File: config.mk
export PLATFORM = sky130hd
export DESIGN_NAME = cursor_line_edit_buffer_core_flat
export DESIGN_NICKNAME = d
export VERILOG_FILES = /design/src/hw/rtl/clb_pkg.sv /design/src/hw/rtl/clb_if.sv /design/src/hw/rtl/clb_ram.sv /design/src/hw/rtl/cursor_line_edit_buffer_core.sv /design/src/flat_wrapper.sv
export VERILOG_INCLUDE_DIRS = /design/src /design/src/hw/rtl
export SDC_FILE = /design/constraint.sdc
export NUM_CORES = 1
export LEC_CHECK = 0
export ABC_CLOCK_PERIOD_IN_PS = 8500
export BUFFER_PORTS_ARGS = -buffer_cell sky130_fd_sc_hd__buf_2
export CAP_MARGIN = 20
export CORE_MARGIN = 2
export CORE_UTILIZATION = 30
export CTS_CLUSTER_SIZE = 40
export DETAILED_ROUTE_END_ITERATION = 10
export PLACE_DENSITY = 0.48
export SLEW_MARGIN = 20
export SYNTH_ARGS = -nofsm -noshare
export SYNTH_HDL_FRONTEND = slang
export SYNTH_HIERARCHICAL = 1
export SYNTH_SLANG_ARGS = --single-unit
File: constraint.sdc
create_clock -name i_clk -period 8.5 [get_ports i_clk]
set_input_delay 1.275 -clock i_clk [delete_from_list [all_inputs] [get_ports i_clk]]
set_output_delay 1.275 -clock i_clk [all_outputs]
set_load 0.05 [all_outputs]
File: src/hw/rtl/cursor_line_edit_buffer_core_defines.svh
// Assertion macros shared by the line edit buffer RTL.
`ifndef CURSOR_LINE_EDIT_BUFFER_CORE_DEFINES_SVH
`define CURSOR_LINE_EDIT_BUFFER_CORE_DEFINES_SVH

// Same-cycle implication, checked on every i_clk edge out of reset.
`define CLB_ASSERT_NOW(lbl, ante, cons, msg) \
    lbl: assert property (@(posedge i_clk) disable iff (!i_rst_n) \
        (ante) |-> (cons)) else $error(msg);

// Next-cycle implication, checked on every i_clk edge out of reset.
`define CLB_ASSERT_NEXT(lbl, ante, cons, msg) \
    lbl: assert property (@(posedge i_clk) disable iff (!i_rst_n) \
        (ante) |=> (cons)) else $error(msg);

`endif

File: src/hw/rtl/clb_pkg.sv
// Package: sizes, operation and status codes, and the result record.
package clb_pkg;

    localparam int CAPACITY = 64;
    localparam int ADDR_W   = $clog2(CAPACITY);
    localparam int POS_W    = 7;
    localparam int FUNC_W   = 3;
    localparam int CHAR_W   = 8;
    localparam int STAT_W   = 2;

    typedef enum logic [FUNC_W-1:0] {
        FN_INSERT    = 3'd0,
        FN_DEL_LEFT  = 3'd1,
        FN_DEL_RIGHT = 3'd2,
        FN_LEFT      = 3'd3,
        FN_RIGHT     = 3'd4,
        FN_SET       = 3'd5,
        FN_READ      = 3'd6
    } t_func;

    typedef enum logic [STAT_W-1:0] {
        ST_DONE = 2'd0,
        ST_FULL = 2'd1,
        ST_EDGE = 2'd2
    } t_status;

    typedef struct packed {
        t_status           status;
        logic [POS_W-1:0]  cursor_pos;
        logic [POS_W-1:0]  length;
        logic [CHAR_W-1:0] char_out;
        logic              left_of_cursor;
    } t_rsp;

endpackage

File: src/hw/rtl/clb_if.sv
// Request and response channel interfaces of the line edit buffer.
interface clb_req_if;
    import clb_pkg::*;

    logic              valid;
    logic              ready;
    logic [FUNC_W-1:0] func;
    logic [CHAR_W-1:0] char_in;
    logic [POS_W-1:0]  position;

    modport source (output valid, func, char_in, position, input ready);
    modport sink   (input valid, func, char_in, position, output ready);
endinterface

interface clb_rsp_if;
    import clb_pkg::*;

    logic              valid;
    logic              ready;
    t_status           status;
    logic [POS_W-1:0]  cursor_pos;
    logic [POS_W-1:0]  length;
    logic [CHAR_W-1:0] char_out;
    logic              left_of_cursor;

    modport source (output valid, status, cursor_pos, length, char_out, left_of_cursor,
                    input ready);
    modport sink   (input valid, status, cursor_pos, length, char_out, left_of_cursor,
                    output ready);
endinterface

File: src/hw/rtl/clb_ram.sv
// Simple dual-port RAM: one write port, one read port with registered data.
module clb_ram #(
    parameter int DEPTH = 64,
    parameter int WIDTH = 8,
    localparam int AW   = $clog2(DEPTH)
) (
    input  logic             i_clk,
    input  logic             i_we,
    input  logic [AW-1:0]    i_waddr,
    input  logic [WIDTH-1:0] i_wdata,
    input  logic [AW-1:0]    i_raddr,
    output logic [WIDTH-1:0] o_rdata
);

    logic [WIDTH-1:0] r_mem [DEPTH];
    logic [WIDTH-1:0] r_rdata;

    always_ff @(posedge i_clk) begin
        if (i_we) begin
            r_mem[i_waddr] <= i_wdata;
        end
        r_rdata <= r_mem[i_raddr];
    end

    assign o_rdata = r_rdata;

endmodule

File: src/hw/rtl/cursor_line_edit_buffer_core.sv
// Line edit buffer top level: cursor/length control, shift sequencer, result register.
// One editable line of up to CAPACITY bytes with a cursor, held in a one-port-write,
// one-port-read RAM. Items are taken one at a time. Cursor moves, set and refused
// operations pass through r_res into the result register; a read also waits in
// S_RDWAIT for the RAM data. Insert and delete move the tail one byte per cycle
// through the RAM (read one entry, write it back one place over in the next cycle),
// and insert then drops in the new byte from S_WRCH. The result register frees the
// input while a result waits to be taken; a new result that finds it still occupied
// holds the input off until it drains.
`include "cursor_line_edit_buffer_core_defines.svh"

module cursor_line_edit_buffer_core
    import clb_pkg::*;
(
    input  logic       i_clk,
    input  logic       i_rst_n,
    clb_req_if.sink    i_req,
    clb_rsp_if.source  o_rsp
);

    typedef enum logic [2:0] {
        S_IDLE,
        S_INS,
        S_WRCH,
        S_DEL,
        S_RDWAIT,
        S_HOLD
    } t_state;

    t_state            r_state,  n_state;
    logic [POS_W-1:0]  r_cursor, n_cursor;
    logic [POS_W-1:0]  r_fill,   n_fill;
    logic [ADDR_W-1:0] r_idx,    n_idx;
    logic [ADDR_W-1:0] r_lim,    n_lim;
    logic [CHAR_W-1:0] r_ch,     n_ch;
    t_rsp              r_res,    n_res;
    t_rsp              r_out,    n_out;
    logic              r_out_valid, n_out_valid;

    logic              ram_we;
    logic [ADDR_W-1:0] ram_waddr;
    logic [CHAR_W-1:0] ram_wdata;
    logic [ADDR_W-1:0] ram_raddr;
    logic [CHAR_W-1:0] ram_rdata;

    logic              accept;
    logic              out_free;
    logic [POS_W-1:0]  fill_m1;
    logic [POS_W-1:0]  cur_m1;
    logic [POS_W-1:0]  cur_p1;

    clb_ram #(
        .DEPTH (CAPACITY),
        .WIDTH (CHAR_W)
    ) u_store (
        .i_clk   (i_clk),
        .i_we    (ram_we),
        .i_waddr (ram_waddr),
        .i_wdata (ram_wdata),
        .i_raddr (ram_raddr),
        .o_rdata (ram_rdata)
    );

    assign i_req.ready = (r_state == S_IDLE);
    assign accept      = i_req.valid && i_req.ready;
    assign out_free    = !r_out_valid || o_rsp.ready;
    assign fill_m1     = r_fill - POS_W'(1);
    assign cur_m1      = r_cursor - POS_W'(1);
    assign cur_p1      = r_cursor + POS_W'(1);

    always_comb begin
        n_state     = r_state;
        n_cursor    = r_cursor;
        n_fill      = r_fill;
        n_idx       = r_idx;
        n_lim       = r_lim;
        n_ch        = r_ch;
        n_res       = r_res;
        n_out       = r_out;
        n_out_valid = r_out_valid;
        ram_we      = 1'b0;
        ram_waddr   = r_idx + ADDR_W'(1);
        ram_wdata   = ram_rdata;
        ram_raddr   = r_idx;

        if (r_out_valid && o_rsp.ready) begin
            n_out_valid = 1'b0;
        end

        unique case (r_state)
            S_IDLE: begin
                if (accept) begin
                    n_state = S_HOLD;
                    n_ch    = i_req.char_in;
                    n_res   = '{status: ST_DONE, cursor_pos: r_cursor, length: r_fill,
                                char_out: '0, left_of_cursor: 1'b0};
                    unique case (t_func'(i_req.func))
                        FN_INSERT: begin
                            if (r_fill >= POS_W'(CAPACITY)) begin
                                n_res.status = ST_FULL;
                            end else begin
                                n_cursor         = cur_p1;
                                n_fill           = r_fill + POS_W'(1);
                                n_res.cursor_pos = cur_p1;
                                n_res.length     = r_fill + POS_W'(1);
                                n_lim            = r_cursor[ADDR_W-1:0];
                                if (r_fill > r_cursor) begin
                                    ram_raddr = fill_m1[ADDR_W-1:0];
                                    n_idx     = fill_m1[ADDR_W-1:0];
                                    n_state   = S_INS;
                                end else begin
                                    ram_we    = 1'b1;
                                    ram_waddr = r_cursor[ADDR_W-1:0];
                                    ram_wdata = i_req.char_in;
                                end
                            end
                        end
                        FN_DEL_LEFT: begin
                            if (r_cursor == '0) begin
                                n_res.status = ST_EDGE;
                            end else begin
                                n_cursor         = cur_m1;
                                n_fill           = fill_m1;
                                n_res.cursor_pos = cur_m1;
                                n_res.length     = fill_m1;
                                if (r_cursor < r_fill) begin
                                    ram_raddr = r_cursor[ADDR_W-1:0];
                                    n_idx     = r_cursor[ADDR_W-1:0];
                                    n_lim     = fill_m1[ADDR_W-1:0];
                                    n_state   = S_DEL;
                                end
                            end
                        end
                        FN_DEL_RIGHT: begin
                            if (r_cursor >= r_fill) begin
                                n_res.status = ST_EDGE;
                            end else begin
                                n_fill       = fill_m1;
                                n_res.length = fill_m1;
                                if (cur_p1 < r_fill) begin
                                    ram_raddr = cur_p1[ADDR_W-1:0];
                                    n_idx     = cur_p1[ADDR_W-1:0];
                                    n_lim     = fill_m1[ADDR_W-1:0];
                                    n_state   = S_DEL;
                                end
                            end
                        end
                        FN_LEFT: begin
                            if (r_cursor == '0) begin
                                n_res.status = ST_EDGE;
                            end else begin
                                n_cursor         = cur_m1;
                                n_res.cursor_pos = cur_m1;
                            end
                        end
                        FN_RIGHT: begin
                            if (r_cursor >= r_fill) begin
                                n_res.status = ST_EDGE;
                            end else begin
                                n_cursor         = cur_p1;
                                n_res.cursor_pos = cur_p1;
                            end
                        end
                        FN_SET: begin
                            n_cursor = (i_req.position > r_fill) ? r_fill : i_req.position;
                            n_res.cursor_pos = n_cursor;
                        end
                        FN_READ: begin
                            if (i_req.position >= r_fill) begin
                                n_res.status = ST_EDGE;
                            end else begin
                                n_res.left_of_cursor = (i_req.position < r_cursor);
                                ram_raddr = i_req.position[ADDR_W-1:0];
                                n_state   = S_RDWAIT;
                            end
                        end
                        default: begin
                            n_res.status = ST_EDGE;
                        end
                    endcase
                end
            end
            S_INS: begin
                ram_we    = 1'b1;
                ram_waddr = r_idx + ADDR_W'(1);
                ram_wdata = ram_rdata;
                if (r_idx == r_lim) begin
                    n_state = S_WRCH;
                end else begin
                    ram_raddr = r_idx - ADDR_W'(1);
                    n_idx     = r_idx - ADDR_W'(1);
                end
            end
            S_WRCH: begin
                ram_we    = 1'b1;
                ram_waddr = r_lim;
                ram_wdata = r_ch;
                n_state   = S_HOLD;
            end
            S_DEL: begin
                ram_we    = 1'b1;
                ram_waddr = r_idx - ADDR_W'(1);
                ram_wdata = ram_rdata;
                if (r_idx == r_lim) begin
                    n_state = S_HOLD;
                end else begin
                    ram_raddr = r_idx + ADDR_W'(1);
                    n_idx     = r_idx + ADDR_W'(1);
                end
            end
            S_RDWAIT: begin
                n_res.char_out = ram_rdata;
                n_state        = S_HOLD;
            end
            S_HOLD: begin
                if (out_free) begin
                    n_out       = r_res;
                    n_out_valid = 1'b1;
                    n_state     = S_IDLE;
                end
            end
            default: begin
                n_state = S_IDLE;
            end
        endcase
    end

    always_ff @(posedge i_clk) begin
        if (!i_rst_n) begin
            r_state     <= S_IDLE;
            r_cursor    <= '0;
            r_fill      <= '0;
            r_out_valid <= 1'b0;
        end else begin
            r_state     <= n_state;
            r_cursor    <= n_cursor;
            r_fill      <= n_fill;
            r_out_valid <= n_out_valid;
        end
        r_idx <= n_idx;
        r_lim <= n_lim;
        r_ch  <= n_ch;
        r_res <= n_res;
        r_out <= n_out;
    end

    assign o_rsp.valid          = r_out_valid;
    assign o_rsp.status         = r_out.status;
    assign o_rsp.cursor_pos     = r_out.cursor_pos;
    assign o_rsp.length         = r_out.length;
    assign o_rsp.char_out       = r_out.char_out;
    assign o_rsp.left_of_cursor = r_out.left_of_cursor;

    `CLB_ASSERT_NOW(a_cursor_in_line, 1'b1, r_cursor <= r_fill, "cursor beyond length")
    `CLB_ASSERT_NOW(a_fill_in_range, 1'b1, r_fill <= POS_W'(CAPACITY), "length beyond capacity")
    `CLB_ASSERT_NEXT(a_insert_grows,
        accept && t_func'(i_req.func) == FN_INSERT && r_fill < POS_W'(CAPACITY),
        r_fill == $past(r_fill) + POS_W'(1), "insert did not grow the line")
    `CLB_ASSERT_NEXT(a_read_waits_ram,
        accept && t_func'(i_req.func) == FN_READ && i_req.position < r_fill,
        r_state == S_RDWAIT, "valid read skipped the RAM access")

endmodule
File: src/flat_wrapper.sv
// flat-port wrapper written by rule: the top's interface ports become plain ports
module cursor_line_edit_buffer_core_flat import clb_pkg::*;
  (i_clk, i_rst_n, i_req_valid, i_req_func, i_req_char_in, i_req_position, i_req_ready, o_rsp_valid, o_rsp_status, o_rsp_cursor_pos, o_rsp_length, o_rsp_char_out, o_rsp_left_of_cursor, o_rsp_ready);
  clb_req_if i_req_i ();
  clb_rsp_if o_rsp_i ();
  input  logic i_clk;
  input  logic i_rst_n;
  input wire logic [$bits(i_req_i.valid)-1:0] i_req_valid;
  input wire logic [$bits(i_req_i.func)-1:0] i_req_func;
  input wire logic [$bits(i_req_i.char_in)-1:0] i_req_char_in;
  input wire logic [$bits(i_req_i.position)-1:0] i_req_position;
  output wire logic [$bits(i_req_i.ready)-1:0] i_req_ready;
  output wire logic [$bits(o_rsp_i.valid)-1:0] o_rsp_valid;
  output wire logic [$bits(o_rsp_i.status)-1:0] o_rsp_status;
  output wire logic [$bits(o_rsp_i.cursor_pos)-1:0] o_rsp_cursor_pos;
  output wire logic [$bits(o_rsp_i.length)-1:0] o_rsp_length;
  output wire logic [$bits(o_rsp_i.char_out)-1:0] o_rsp_char_out;
  output wire logic [$bits(o_rsp_i.left_of_cursor)-1:0] o_rsp_left_of_cursor;
  input wire logic [$bits(o_rsp_i.ready)-1:0] o_rsp_ready;
  assign i_req_i.valid = i_req_valid;
  assign i_req_i.func = i_req_func;
  assign i_req_i.char_in = i_req_char_in;
  assign i_req_i.position = i_req_position;
  assign i_req_ready = i_req_i.ready;
  assign o_rsp_valid = o_rsp_i.valid;
  assign o_rsp_status = o_rsp_i.status;
  assign o_rsp_cursor_pos = o_rsp_i.cursor_pos;
  assign o_rsp_length = o_rsp_i.length;
  assign o_rsp_char_out = o_rsp_i.char_out;
  assign o_rsp_left_of_cursor = o_rsp_i.left_of_cursor;
  assign o_rsp_i.ready = o_rsp_ready;
  cursor_line_edit_buffer_core u_core (.i_clk(i_clk), .i_rst_n(i_rst_n), .i_req(i_req_i), .o_rsp(o_rsp_i));
endmodule
==> impl_metrics.toml, run 1 <==
[floorplanning]
core_area_um2 = 88200
die_h_um = 302
die_w_um = 302
ios = 49
rows = 109
die-area_um2 = 91300
start_util_pct = 30.2

[setup_path]
timing.critical_path.buf_inv = 2
path_depth = 8
cp_top_family = "simple AND/OR/NAND/NOR gates"
rrSetupSlack_ns = 2.36
worstReg2RegEnd = "u_core/u_store/r_mem[58][4]$_DFFE_PP_"
cp_data_required_time_ns = 8.72
rr_startpoint = "u_core/r_state[0]$_SDFFE_PN0P_"
worst-path-max-fanout = 31
reg2reg_depth = 8
path_class = "reg2reg"
critPathLaunch = "u_core/r_state[0]$_SDFFE_PN0P_"
worstSetupEndpointType = "flip-flop"
critPathLaunchType = "flip-flop"
crit_path_top_delay_cell = "nor2_1"
worstSetupEndpoint = "u_core/u_store/r_mem[58][4]$_DFFE_PP_"
arrival_ns = 6.35
slowest_delay_ns = 1.04
crit_chain = "nor2_1 > nand2_1 > inv_1 > buf_4 > nand3_1 > a31oi_1 > nand3_1 > nor2_1"

[global_routing]
grt_pass1_wl_mm = 112
grt-ovfl-total = 0
grt_pass1_vias = 16100
gr-usage-all-layers_pct = 16.6
grt_antenna_before_repair = 1
grt_max_degree = 69

[final_layout]
fin_nets = 1817
final_cells = 2977
fill_cells = 8401
drive_gt1_share_pct = 18.4
n_antenna_cell = 0
area_growth_syn_to_layout_pct = 13.8

[timing]
min_period_over_period_pct = 72.2
finalSetupTns_ns = 0
clock.fmax_mhz = 163
slew_headroom_pct = 16.1
fin_skew_ns = 0.0215
worst_slew_pin_slew_ns = 1.26
rsz0062_at_grt = "false"
hold_viol = 0
final.min_clock_period_ns = 6.14
setup_viol = 0
maxSlewViolCount = 0

[power_and_ir_drop]
peakVddDrop_v = 0.000171
powerDensity_nw_per_um2 = 340
leakage_nw = 9.53

[synthesis]
synth_flop_cell = "edfxtp_1"
synth_edf_count = 582
avgSynthCellArea_um2 = 15.5
yosys_warnings = 6
async_flop_share_pct = 0
synth.distinct_cells = 70
synthesis.area_um2 = 26700
synth_largest_area_cell = "edfxtp_1"
yosysSeqAreaShare_pct = 67.5
ys_seq_elements = 608
synth_top_area_share_pct = 65.5
synth_cells = 1720
synth_nets = 1777
netlist_top_cells_area = "edfxtp_1 66%, mux4_2 10%, nor2_1 2.0%, dfxtp_1 2.0%, ha_1 1.6%"

[routing]
drtIter0Drc = 1550
vias_per_cell = 5.36
antenna_left = 0
avgRoutedWirePerCell_um = 25.4
drt_pass1_iterations = 5
wl_mm = 75.7
drc_errors = 0
via_count = 16000

[cts]
clk_latency_ns = 0.61
cts_setup_buffers = 0
clock-sinks = 608
cts_tree = "yes"
cts_inserted_buffers = 66
cts-resized-gates = 0
cts-root-buf = "clkbuf_16"
cts_max_path_buffers = 3
htree_levels = 3
hold_buffers = 0
clk_pin_slew_ns = 0.06

[placed_design]
gp_congestion = 0.921
dp_cells = 2857
post-dp-hpwl_mm = 50.1
io_buffers = 48

[hold_path]
hp-start = "u_core/r_res[19]$_DFFE_PP_"
min_path_type = "reg2reg"

[job]
cap_viol_max_count = 0

[run_status]
status = "finished clean"
-- layout make-up --
cell class                 instances  area [um2]  area share (%)
clock buffer                      90        1760            5.81
clock inverter                    30         284           0.936
inverter                          30         113           0.371
multi-input combinational        975        8230            27.1
sequential                       608       18000            59.3
tap                             1165        1460            4.80
timing repair buffer              79         510            1.68
-- sequential cells by signal, indices dropped and copies added, names as in the netlist, 3 cells and up --
| name | flops |
|---|---|
| u_core/o_rsp.char_out | 8 |
| u_core/o_rsp.cursor_pos | 7 |
| u_core/o_rsp.length | 7 |
| u_core/r_ch | 8 |
| u_core/r_cursor | 7 |
| u_core/r_fill | 7 |
| u_core/r_idx | 6 |
| u_core/r_lim | 6 |
| u_core/r_res | 25 |
| u_core/r_state | 3 |
| u_core/u_store/o_rdata | 8 |
| u_core/u_store/r_mem | 512 |
-- how the worst min path moves through the flow --
stage,endpoint,slack (ns),depth (start not counted)
after floorplan,u_core/o_rsp.char_out[0]$_DFFE_PP_,0.40,0
after global placement,u_core/o_rsp.cursor_pos[1]$_DFFE_PP_,0.41,0
after detailed placement,u_core/o_rsp.cursor_pos[3]$_DFFE_PP_,0.41,0
after CTS,u_core/o_rsp.cursor_pos[3]$_DFFE_PP_,0.42,0
after global routing,u_core/o_rsp.cursor_pos[2]$_DFFE_PP_,0.43,0
final,u_core/o_rsp.cursor_pos[3]$_DFFE_PP_,0.42,0
-- metrics by stage --
stage / power [mW] / utilization [%] / cell area, um2 / worst slack, ns / hold slack (ns)
global route: 10.8 / 34.4 / 30400 / 2.02 / 0.430
global placement: 7.65 / 32.1 / 28300 / 2.24 / 0.405
finish: 10.3 / 34.4 / 30400 / 2.36 / 0.423
floorplan: 6.40 / - / 26700 / 3.32 / 0.400
CTS: 10.4 / 34.4 / 30400 / 2.37 / 0.424
detailed placement: 7.70 / 32.1 / 28300 / 2.18 / 0.411
-- layer usage --
layer | share of wire, % | up-vias | global-route usage [%] | routed length [um]
met1 | 43 | 8312 | 22.7 | 32800
met3 | 5.7 | 131 | 2.58 | 4320
met2 | 48 | 589 | 27.3 | 36400
met5 | 0.024 | - | 0 | 18
li1 | - | 6922 | - | -
met4 | 2.8 | 2 | 5.39 | 2160
-- cell usage in the layout (no fill, tap or decap), types with 13 or more instances in the layout --
master and n:
edfxtp_1 582, nor2_1 143, mux4_2 124, nand2_1 103, clkbuf_16 67, o21ai_0 67, a21oi_1 56, buf_2 48
nand3_1 40, ha_1 35, o22ai_1 33, xnor2_1 30, mux2i_1 29, buf_4 28, nor3_1 27, inv_1 26
dfxtp_1 26, clkbuf_1 23, a22oi_1 19, clkinv_1 16, a31oi_1 16, nor2b_1 15, nand2b_1 15, and2_1 14
a221oi_1 14, o221ai_1 14, a21o_1 13, or3_1 13
-- Yosys cell counts, drive strengths merged, types with 8 or more instances --
library cell / instances
inv: 26
a221oi: 14
nor4: 13
dfxtp: 26
nand2b: 15
a22oi: 19
nand2: 104
xnor2: 30
buf: 38
o22ai: 35
a31oi: 24
mux4: 124
o221ai: 14
o211ai: 8
a21o: 13
clkbuf: 69
nand4: 10
nor2b: 16
edfxtp: 582
a21oi: 57
nor2: 145
mux2i: 29
a21boi: 9
o21ai: 70
nor3: 28
and2: 14
or3: 13
nand3b: 9
nand3: 40
or2: 13
ha: 35
-- logic make-up (layout without fill, tap and decap cells) --
| family | count (synthesis) | after routing | share of synthesized area, % |
|---|---|---|---|
| xor gates and xnor gates | 37 | 37 | 1.22 |
| AOI/OAI and AO/OA | 314 | 314 | 7.89 |
| buffers and inverters | 137 | 229 | 2.37 |
| and+or+nand+nor | 432 | 432 | 7.68 |
| adders and majority gates | 35 | 35 | 1.64 |
| DFF | 608 | 608 | 67.5 |
| muxes | 157 | 157 | 11.7 |
-- where the power goes --
| group | internal, mW | switching, mW | total [mW] |
|---|---|---|---|
| logic | 1.27 | 2.33 | 3.60 |
| registers | 3.86 | 0.133 | 4.00 |
| clock network | 1.54 | 1.19 | 2.73 |
Power figures use the tool's default switching activity.
==> run 2, diff against run 1 <==
--- a/config.mk
+++ b/config.mk
@@ -6,14 +6,15 @@
 export SDC_FILE = /design/constraint.sdc
 export NUM_CORES = 1
 export LEC_CHECK = 0
-export ABC_CLOCK_PERIOD_IN_PS = 8500
+export ABC_AREA = 1
+export ABC_CLOCK_PERIOD_IN_PS = 5100
 export BUFFER_PORTS_ARGS = -buffer_cell sky130_fd_sc_hd__buf_2
 export CAP_MARGIN = 20
 export CORE_MARGIN = 2
 export CORE_UTILIZATION = 30
 export CTS_CLUSTER_SIZE = 40
 export DETAILED_ROUTE_END_ITERATION = 10
-export PLACE_DENSITY = 0.48
+export PLACE_DENSITY = 0.5
 export SLEW_MARGIN = 20
 export SYNTH_ARGS = -nofsm -noshare
 export SYNTH_HDL_FRONTEND = slang
==> constraint.sdc (replaced) <==
create_clock -name i_clk -period 5.1 [get_ports i_clk]
set_input_delay 0.765 -clock i_clk [delete_from_list [all_inputs] [get_ports i_clk]]
set_output_delay 0.765 -clock i_clk [all_outputs]
set_load 0.05 [all_outputs]
==> run 2 against run 1 <==
  * Maximum frequency increased by 31%
  * Routed wire length increased by 7.6%
  * Count of clock-buffer cells in the layout decreased by 8
  * Cell area increased by 6.3%
  * Flip-flop and latch count unchanged
  * Critical path depth increased by 19
  * Non-clock buffer count increased by 99
  * Final cell count increased by 38%
  * Highest routed layer is now met4
==> impl_metrics.toml, run 2 <==
[run_status]
status = "finished clean"

[setup_path]
arrival_ns = 5.23
cp_data_required_time_ns = 5.65
reg2reg_depth = 27
rrSetupSlack_ns = 0.43
worst-path-max-fanout = 53
worstSetupEndpointType = "flip-flop"
worstReg2RegEnd = "u_core/u_store/o_rdata[0]$_DFF_P_"
critPathLaunchType = "flip-flop"
rr_startpoint = "u_core/r_cursor[3]$_SDFFE_PN0P_"
path_class = "reg2reg"
critPathLaunch = "u_core/r_cursor[3]$_SDFFE_PN0P_"

[job]
cap_viol_max_count = 0

[final_layout]
fill_cells = 9331
area_growth_syn_to_layout_pct = 15.6
final_area_um2 = 32300
final_cell_mix = "861 x nand2_1, 582 x edfxtp_1, 511 x nand3_1"
largest_register_ffs = 512
largest-register = "u_core/u_store/r_mem"
fin_nets = 2854
utilization_pct = 35.1
largest_registers = "u_core/u_store/r_mem (512), u_core/r_res (25)"
drive_gt1_share_pct = 12.3
final_common_cell = "nand2_1"
n_antenna_cell = 0

[placed_design]
postPlaceCellArea_um2 = 30000
post-dp-hpwl_mm = 52.0
io_buffers = 48
gp_congestion = 0.899

[timing]
min_period_over_period_pct = 91.6
final.min_clock_period_ns = 4.67
slew_headroom_pct = 30.1
clock.fmax_mhz = 214
finalSetupTns_ns = 0
fin_skew_ns = 0.0241
maxSlewViolCount = 0
hold_viol = 0
rsz0062_at_grt = "false"
setup_viol = 0
worst_slew_pin_slew_ns = 1.04

[synthesis]
ys_seq_elements = 608
async_flop_share_pct = 0
synth_nets = 2746
yosysSeqAreaShare_pct = 64.5
synth_edf_count = 582
synth_largest_area_cell = "edfxtp_1"
yosys_warnings = 6
avgSynthCellArea_um2 = 10.4
synthTopCellsByCount = "862 x nand2_1, 582 x edfxtp_1, 513 x nand3_1"
synth_flop_cell = "edfxtp_1"
synth_most_common_cell = "nand2_1"
synth.distinct_cells = 46
synth_top_area_share_pct = 62.6
netlist_top_cells_area = "edfxtp_1 63%, nand2_1 12%, nand3_1 9.2%, dfxtp_1 1.9%, nor2_1 1.6%"
synth_cells = 2689
synthesis.area_um2 = 27900

[routing]
via_count = 20000
avgRoutedWirePerCell_um = 19.9
drt_pass1_iterations = 6
wl_mm = 81.5
drtIter0Drc = 1820
antenna_left = 0
drc_errors = 0
vias_per_cell = 4.89

[floorplanning]
rows = 111
die_h_um = 309
core_area_um2 = 91900
die_w_um = 309
ios = 49
start_util_pct = 30.4
die-area_um2 = 95500

[hold_path]
hold_end = "u_core/r_ch[5]$_DFFE_PP_"
hp-start = "i_req_char_in[5]"
hold_depth = 1
min_path_type = "in2reg"

[global_routing]
grt-ovfl-total = 0
gr-usage-met1_pct = 23.9
gr-usage-all-layers_pct = 17.0
grt_pass1_wl_mm = 123
grt_pass1_vias = 19500
grt_antenna_before_repair = 0
top_usage_layer = "met2"
grt.met3_usage_pct = 2.21
use_met2_pct = 27.4
grt_max_degree = 95

[cts]
cts-root-buf = "clkbuf_16"
clock-sinks = 608
hold_buffers = 0
cts_inserted_buffers = 68
cts_max_path_buffers = 3
clk_pin_slew_ns = 0.06
clk_latency_ns = 0.62
htree_levels = 3
cts_tree = "yes"
[run 2: repair_timing]
| action | CTS | global route |
|---|---|---|
| buffers inserted | 0 | 0 |
| resized for setup | 0 | 1 |
| setup endpoints to repair | 0 | 1 |
[run 2: per-layer routing]
| metal | wire length (um) | up-vias |
|---|---|---|
| met4 | 1760 | 0 |
| met1 | 37000 | 9772 |
| met3 | 4260 | 119 |
| li1 | - | 9550 |
| met5 | 0 | - |
| met2 | 38400 | 559 |
[run 2: stage by stage]
stage	instances	setup WS, ns	hold WS [ns]
2_1_floorplan	2689	0.954	0.400
3_3_place_gp	3970	0.421	0.401
3_5_place_dp	3970	0.331	0.405
4_1_cts	4094	0.324	0.319
5_1_grt	4094	0.118	0.329
6_report	4094	0.426	0.357
[run 2: cell families (layout without fill, tap and decap cells)]
kind of cell,after synthesis,count (layout),share of synthesized area (%)
AOI/OAI and AO/OA,181,181,3.76
xor gates and xnor gates,20,20,0.627
adders and majority gates,35,35,1.57
buffers and inverters,278,440,5.13
DFF,608,608,64.5
and+or+nand+nor,1567,1567,24.5
[run 2: cell type report]
| class | instances | area (um2) | share of cell area (%) |
|---|---|---|---|
| Timing Repair Buffer | 178 | 1370 | 4.25 |
| Tap cell | 1243 | 1560 | 4.82 |
| Clock inverter | 42 | 517 | 1.60 |
| Inverter | 138 | 533 | 1.65 |
| Clock buffer | 82 | 1750 | 5.44 |
| Multi-Input combinational cell | 1803 | 8540 | 26.5 |
| Sequential cell | 608 | 18000 | 55.8 |
[run 2: worst max-delay path by stage]
stage	endpoint	slack, ns
after global placement	u_core/u_store/o_rdata[7]$_DFF_P_	0.42
final	u_core/u_store/o_rdata[0]$_DFF_P_	0.43
after floorplan	u_core/u_store/r_mem[0][5]$_DFFE_PP_	0.95
after CTS	u_core/u_store/o_rdata[7]$_DFF_P_	0.32
after detailed placement	u_core/u_store/o_rdata[7]$_DFF_P_	0.33
after global routing	u_core/u_store/o_rdata[0]$_DFF_P_	0.12
[run 2: worst max-delay path, stage by stage, from the launching register on]
cell and delay (ns):
dfxtp_1 0.64, inv_1 0.32, nor2_1 0.25, nand3_1 0.09, nand2_1 0.14, inv_1 0.10, ha_1 0.28, nand2_1 0.06
nor2_1 0.11, nand2_1 0.06, nand2_1 0.12, inv_1 0.12, nand3_1 0.14, nand2_1 0.06, nand2_1 0.09, nand4_1 0.10
nand3_1 0.14, nand2_4 0.12, inv_8 0.26, buf_12 0.30, nand2_1 0.08, nand3_1 0.09, nand3_1 0.14, nand2_1 0.18
nand2_1 0.09, nand3_1 0.16, nand3_1 0.18, nand2_1 0.10
Power of run 2 is not shown: default switching activity piles up to over one toggle a cycle in this logic, so the estimate is an artifact.
==> run 3, diff against run 2 <==
--- a/config.mk
+++ b/config.mk
@@ -7,14 +7,14 @@
 export NUM_CORES = 1
 export LEC_CHECK = 0
 export ABC_AREA = 1
-export ABC_CLOCK_PERIOD_IN_PS = 5100
+export ABC_CLOCK_PERIOD_IN_PS = 6000
 export BUFFER_PORTS_ARGS = -buffer_cell sky130_fd_sc_hd__buf_2
 export CAP_MARGIN = 20
 export CORE_MARGIN = 2
 export CORE_UTILIZATION = 30
 export CTS_CLUSTER_SIZE = 40
 export DETAILED_ROUTE_END_ITERATION = 10
-export PLACE_DENSITY = 0.5
+export PLACE_DENSITY = 0.48
 export SLEW_MARGIN = 20
 export SYNTH_ARGS = -nofsm -noshare
 export SYNTH_HDL_FRONTEND = slang
==> constraint.sdc (replaced) <==
create_clock -name i_clk -period 6 [get_ports i_clk]
set_input_delay 0.9 -clock i_clk [delete_from_list [all_inputs] [get_ports i_clk]]
set_output_delay 0.9 -clock i_clk [all_outputs]
set_load 0.05 [all_outputs]
==> run 3 against run 2 <==
  * Flip-flop and latch count is the same
  * Routed wire length up 4.2%
  * Clock skew rose by 0.0077 ns
  * Die area is the same
  * Non-clock buffer count shrank 77
  * Cell area fell by 1.8%
  * Final cell count is 1.9% lower
==> impl_metrics.toml, run 3 (synthesis results as in run 2) <==
[global_routing]
grt_pass1_vias = 19400
grt_max_degree = 115
grt_pass1_wl_mm = 126
gr-usage-all-layers_pct = 17.6
grt-ovfl-total = 0
grt_antenna_before_repair = 0

[setup_path]
arrival_ns = 5.40
slowest_delay_ns = 0.86
cp_data_required_time_ns = 6.23
reg2reg_depth = 15
worstSetupEndpointType = "flip-flop"
crit_chain = "inv_1 > ha_1 > inv_1 > nand3_1 > nand2_1 > nand2_1 > nand2_1 > nand3_4 > nand2_1 > o211ai_1 > o2111ai_1 > inv_1 > nor3_1 > nand2_1 > nor2_1"
crit_top_cell = "nand2_1"
worstReg2RegEnd = "u_core/u_store/r_mem[57][2]$_DFFE_PP_"
critPathLaunchType = "flip-flop"
rrSetupSlack_ns = 0.83
worst-path-max-fanout = 24
path_class = "reg2reg"
crit_path_top_delay_cell = "nor2_1"
rr_startpoint = "u_core/r_cursor[0]$_SDFFE_PN0P_"

[floorplanning]
ios = 49
die_w_um = 309
rows = 111
start_util_pct = 30.4
die_h_um = 309
core_area_um2 = 91900
die-area_um2 = 95500

[routing]
wl_mm = 84.9
drt_pass1_iterations = 6
drtIter0Drc = 2231
via_count = 20200
drc_errors = 0
vias_per_cell = 5.04
antenna_left = 0
avgRoutedWirePerCell_um = 21.1

[timing]
min_period_over_period_pct = 86.2
slew_headroom_pct = 31.1
maxSlewViolCount = 0
finalSetupTns_ns = 0
worst_slew_pin_slew_ns = 1.03
setup_viol = 0
clock.fmax_mhz = 193
hold_viol = 0
fin_skew_ns = 0.0318
final.min_clock_period_ns = 5.17
rsz0062_at_grt = "false"

[cts]
cts-resized-gates = 0
clk_pin_slew_ns = 0.06
cts_max_path_buffers = 3
clk_latency_ns = 0.63
cts-root-buf = "clkbuf_16"
clock-sinks = 608
cts_setup_buffers = 0
cts_tree = "yes"
cts_inserted_buffers = 69
htree_levels = 3
hold_buffers = 0

[job]
cap_viol_max_count = 0

[final_layout]
fill_cells = 9306
fin_nets = 2778
drive_gt1_share_pct = 9.95
largest_register_ffs = 512
largest-register = "u_core/u_store/r_mem"
final_common_cell = "nand2_1"
final_cell_mix = "861 x nand2_1, 582 x edfxtp_1, 511 x nand3_1"
largest_registers = "u_core/u_store/r_mem (512), u_core/r_res (25)"
area_growth_syn_to_layout_pct = 13.4
n_antenna_cell = 0

[hold_path]
min_path_type = "reg2reg"
hp-start = "u_core/r_res[20]$_DFFE_PP_"
hold_end = "u_core/o_rsp.cursor_pos[4]$_DFFE_PP_"
hold_depth = 0

[placed_design]
io_buffers = 48
gp_congestion = 0.932
post-dp-hpwl_mm = 53.0

[run_status]
status = "finished clean"
==> run 3: cell count changes in the layout (fill, tap and decap cells not counted), sizes merged <==
cell and change:
bufinv -1, clkbuf +8, buf -77, clkinvlp -4
inv +1, clkinv -5
==> run 3: worst max-delay path by stage <==
stage               cells past startpoint                             from                               endpoint
floorplan                              10    u_core/r_fill[6]$_SDFFE_PN0P_   u_core/u_store/r_mem[0][5]$_DFFE_PP_
global placement                       21                i_req_position[4]      u_core/u_store/o_rdata[2]$_DFF_P_
detailed placement                     21                i_req_position[5]      u_core/u_store/o_rdata[2]$_DFF_P_
CTS                                    26  u_core/r_cursor[0]$_SDFFE_PN0P_      u_core/u_store/o_rdata[2]$_DFF_P_
global route                           26  u_core/r_cursor[0]$_SDFFE_PN0P_      u_core/u_store/o_rdata[2]$_DFF_P_
finish                                 15  u_core/r_cursor[0]$_SDFFE_PN0P_  u_core/u_store/r_mem[57][2]$_DFFE_PP_
==> run 3: through the flow <==
stage               hold slack, ns  worst slack, ns  instances  area (um2)  utilization [%]
floorplan                    0.400             1.85       2689       27900                -
global placement             0.402            0.903       3893       29300             31.9
detailed placement           0.405            0.907       3893       29300             31.9
CTS                          0.411            0.918       4016       31700             34.4
global route                 0.424            0.493       4016       31700             34.4
finish                       0.409            0.830       4016       31700             34.4
==> run 3: layer usage <==
metal  vias up  share of wire (%)  global-route usage (%)
met2       777                 44                    26.7
met3       125                7.1                    2.96
met1      9933                 46                    25.8
met5         -                  0                       0
met4         0                2.2                    4.78
li1       9396                  -                       -
==> run 3: area by class of cell <==
| cell class | count | area [um2] | share of cell area, % |
|---|---|---|---|
| multi-input combinational | 1803 | 8540 | 27.0 |
| timing repair buffer | 101 | 726 | 2.29 |
| inverter | 138 | 531 | 1.68 |
| tap | 1243 | 1560 | 4.91 |
| sequential | 608 | 18000 | 56.8 |
| clock buffer | 90 | 1880 | 5.93 |
| clock inverter | 33 | 444 | 1.40 |
==> run 3: worst max-delay path: cells and delay by family, from the launching register on <==
kind | cells | cell delay [ns]
and+or+nand+nor | 9 | 2.81
DFF | 1 | 0.61
buffers and inverters | 3 | 0.55
AOI/OAI and AO/OA | 2 | 0.51
adders and majority gates | 1 | 0.27
Power of run 3 is left out for the same reason.
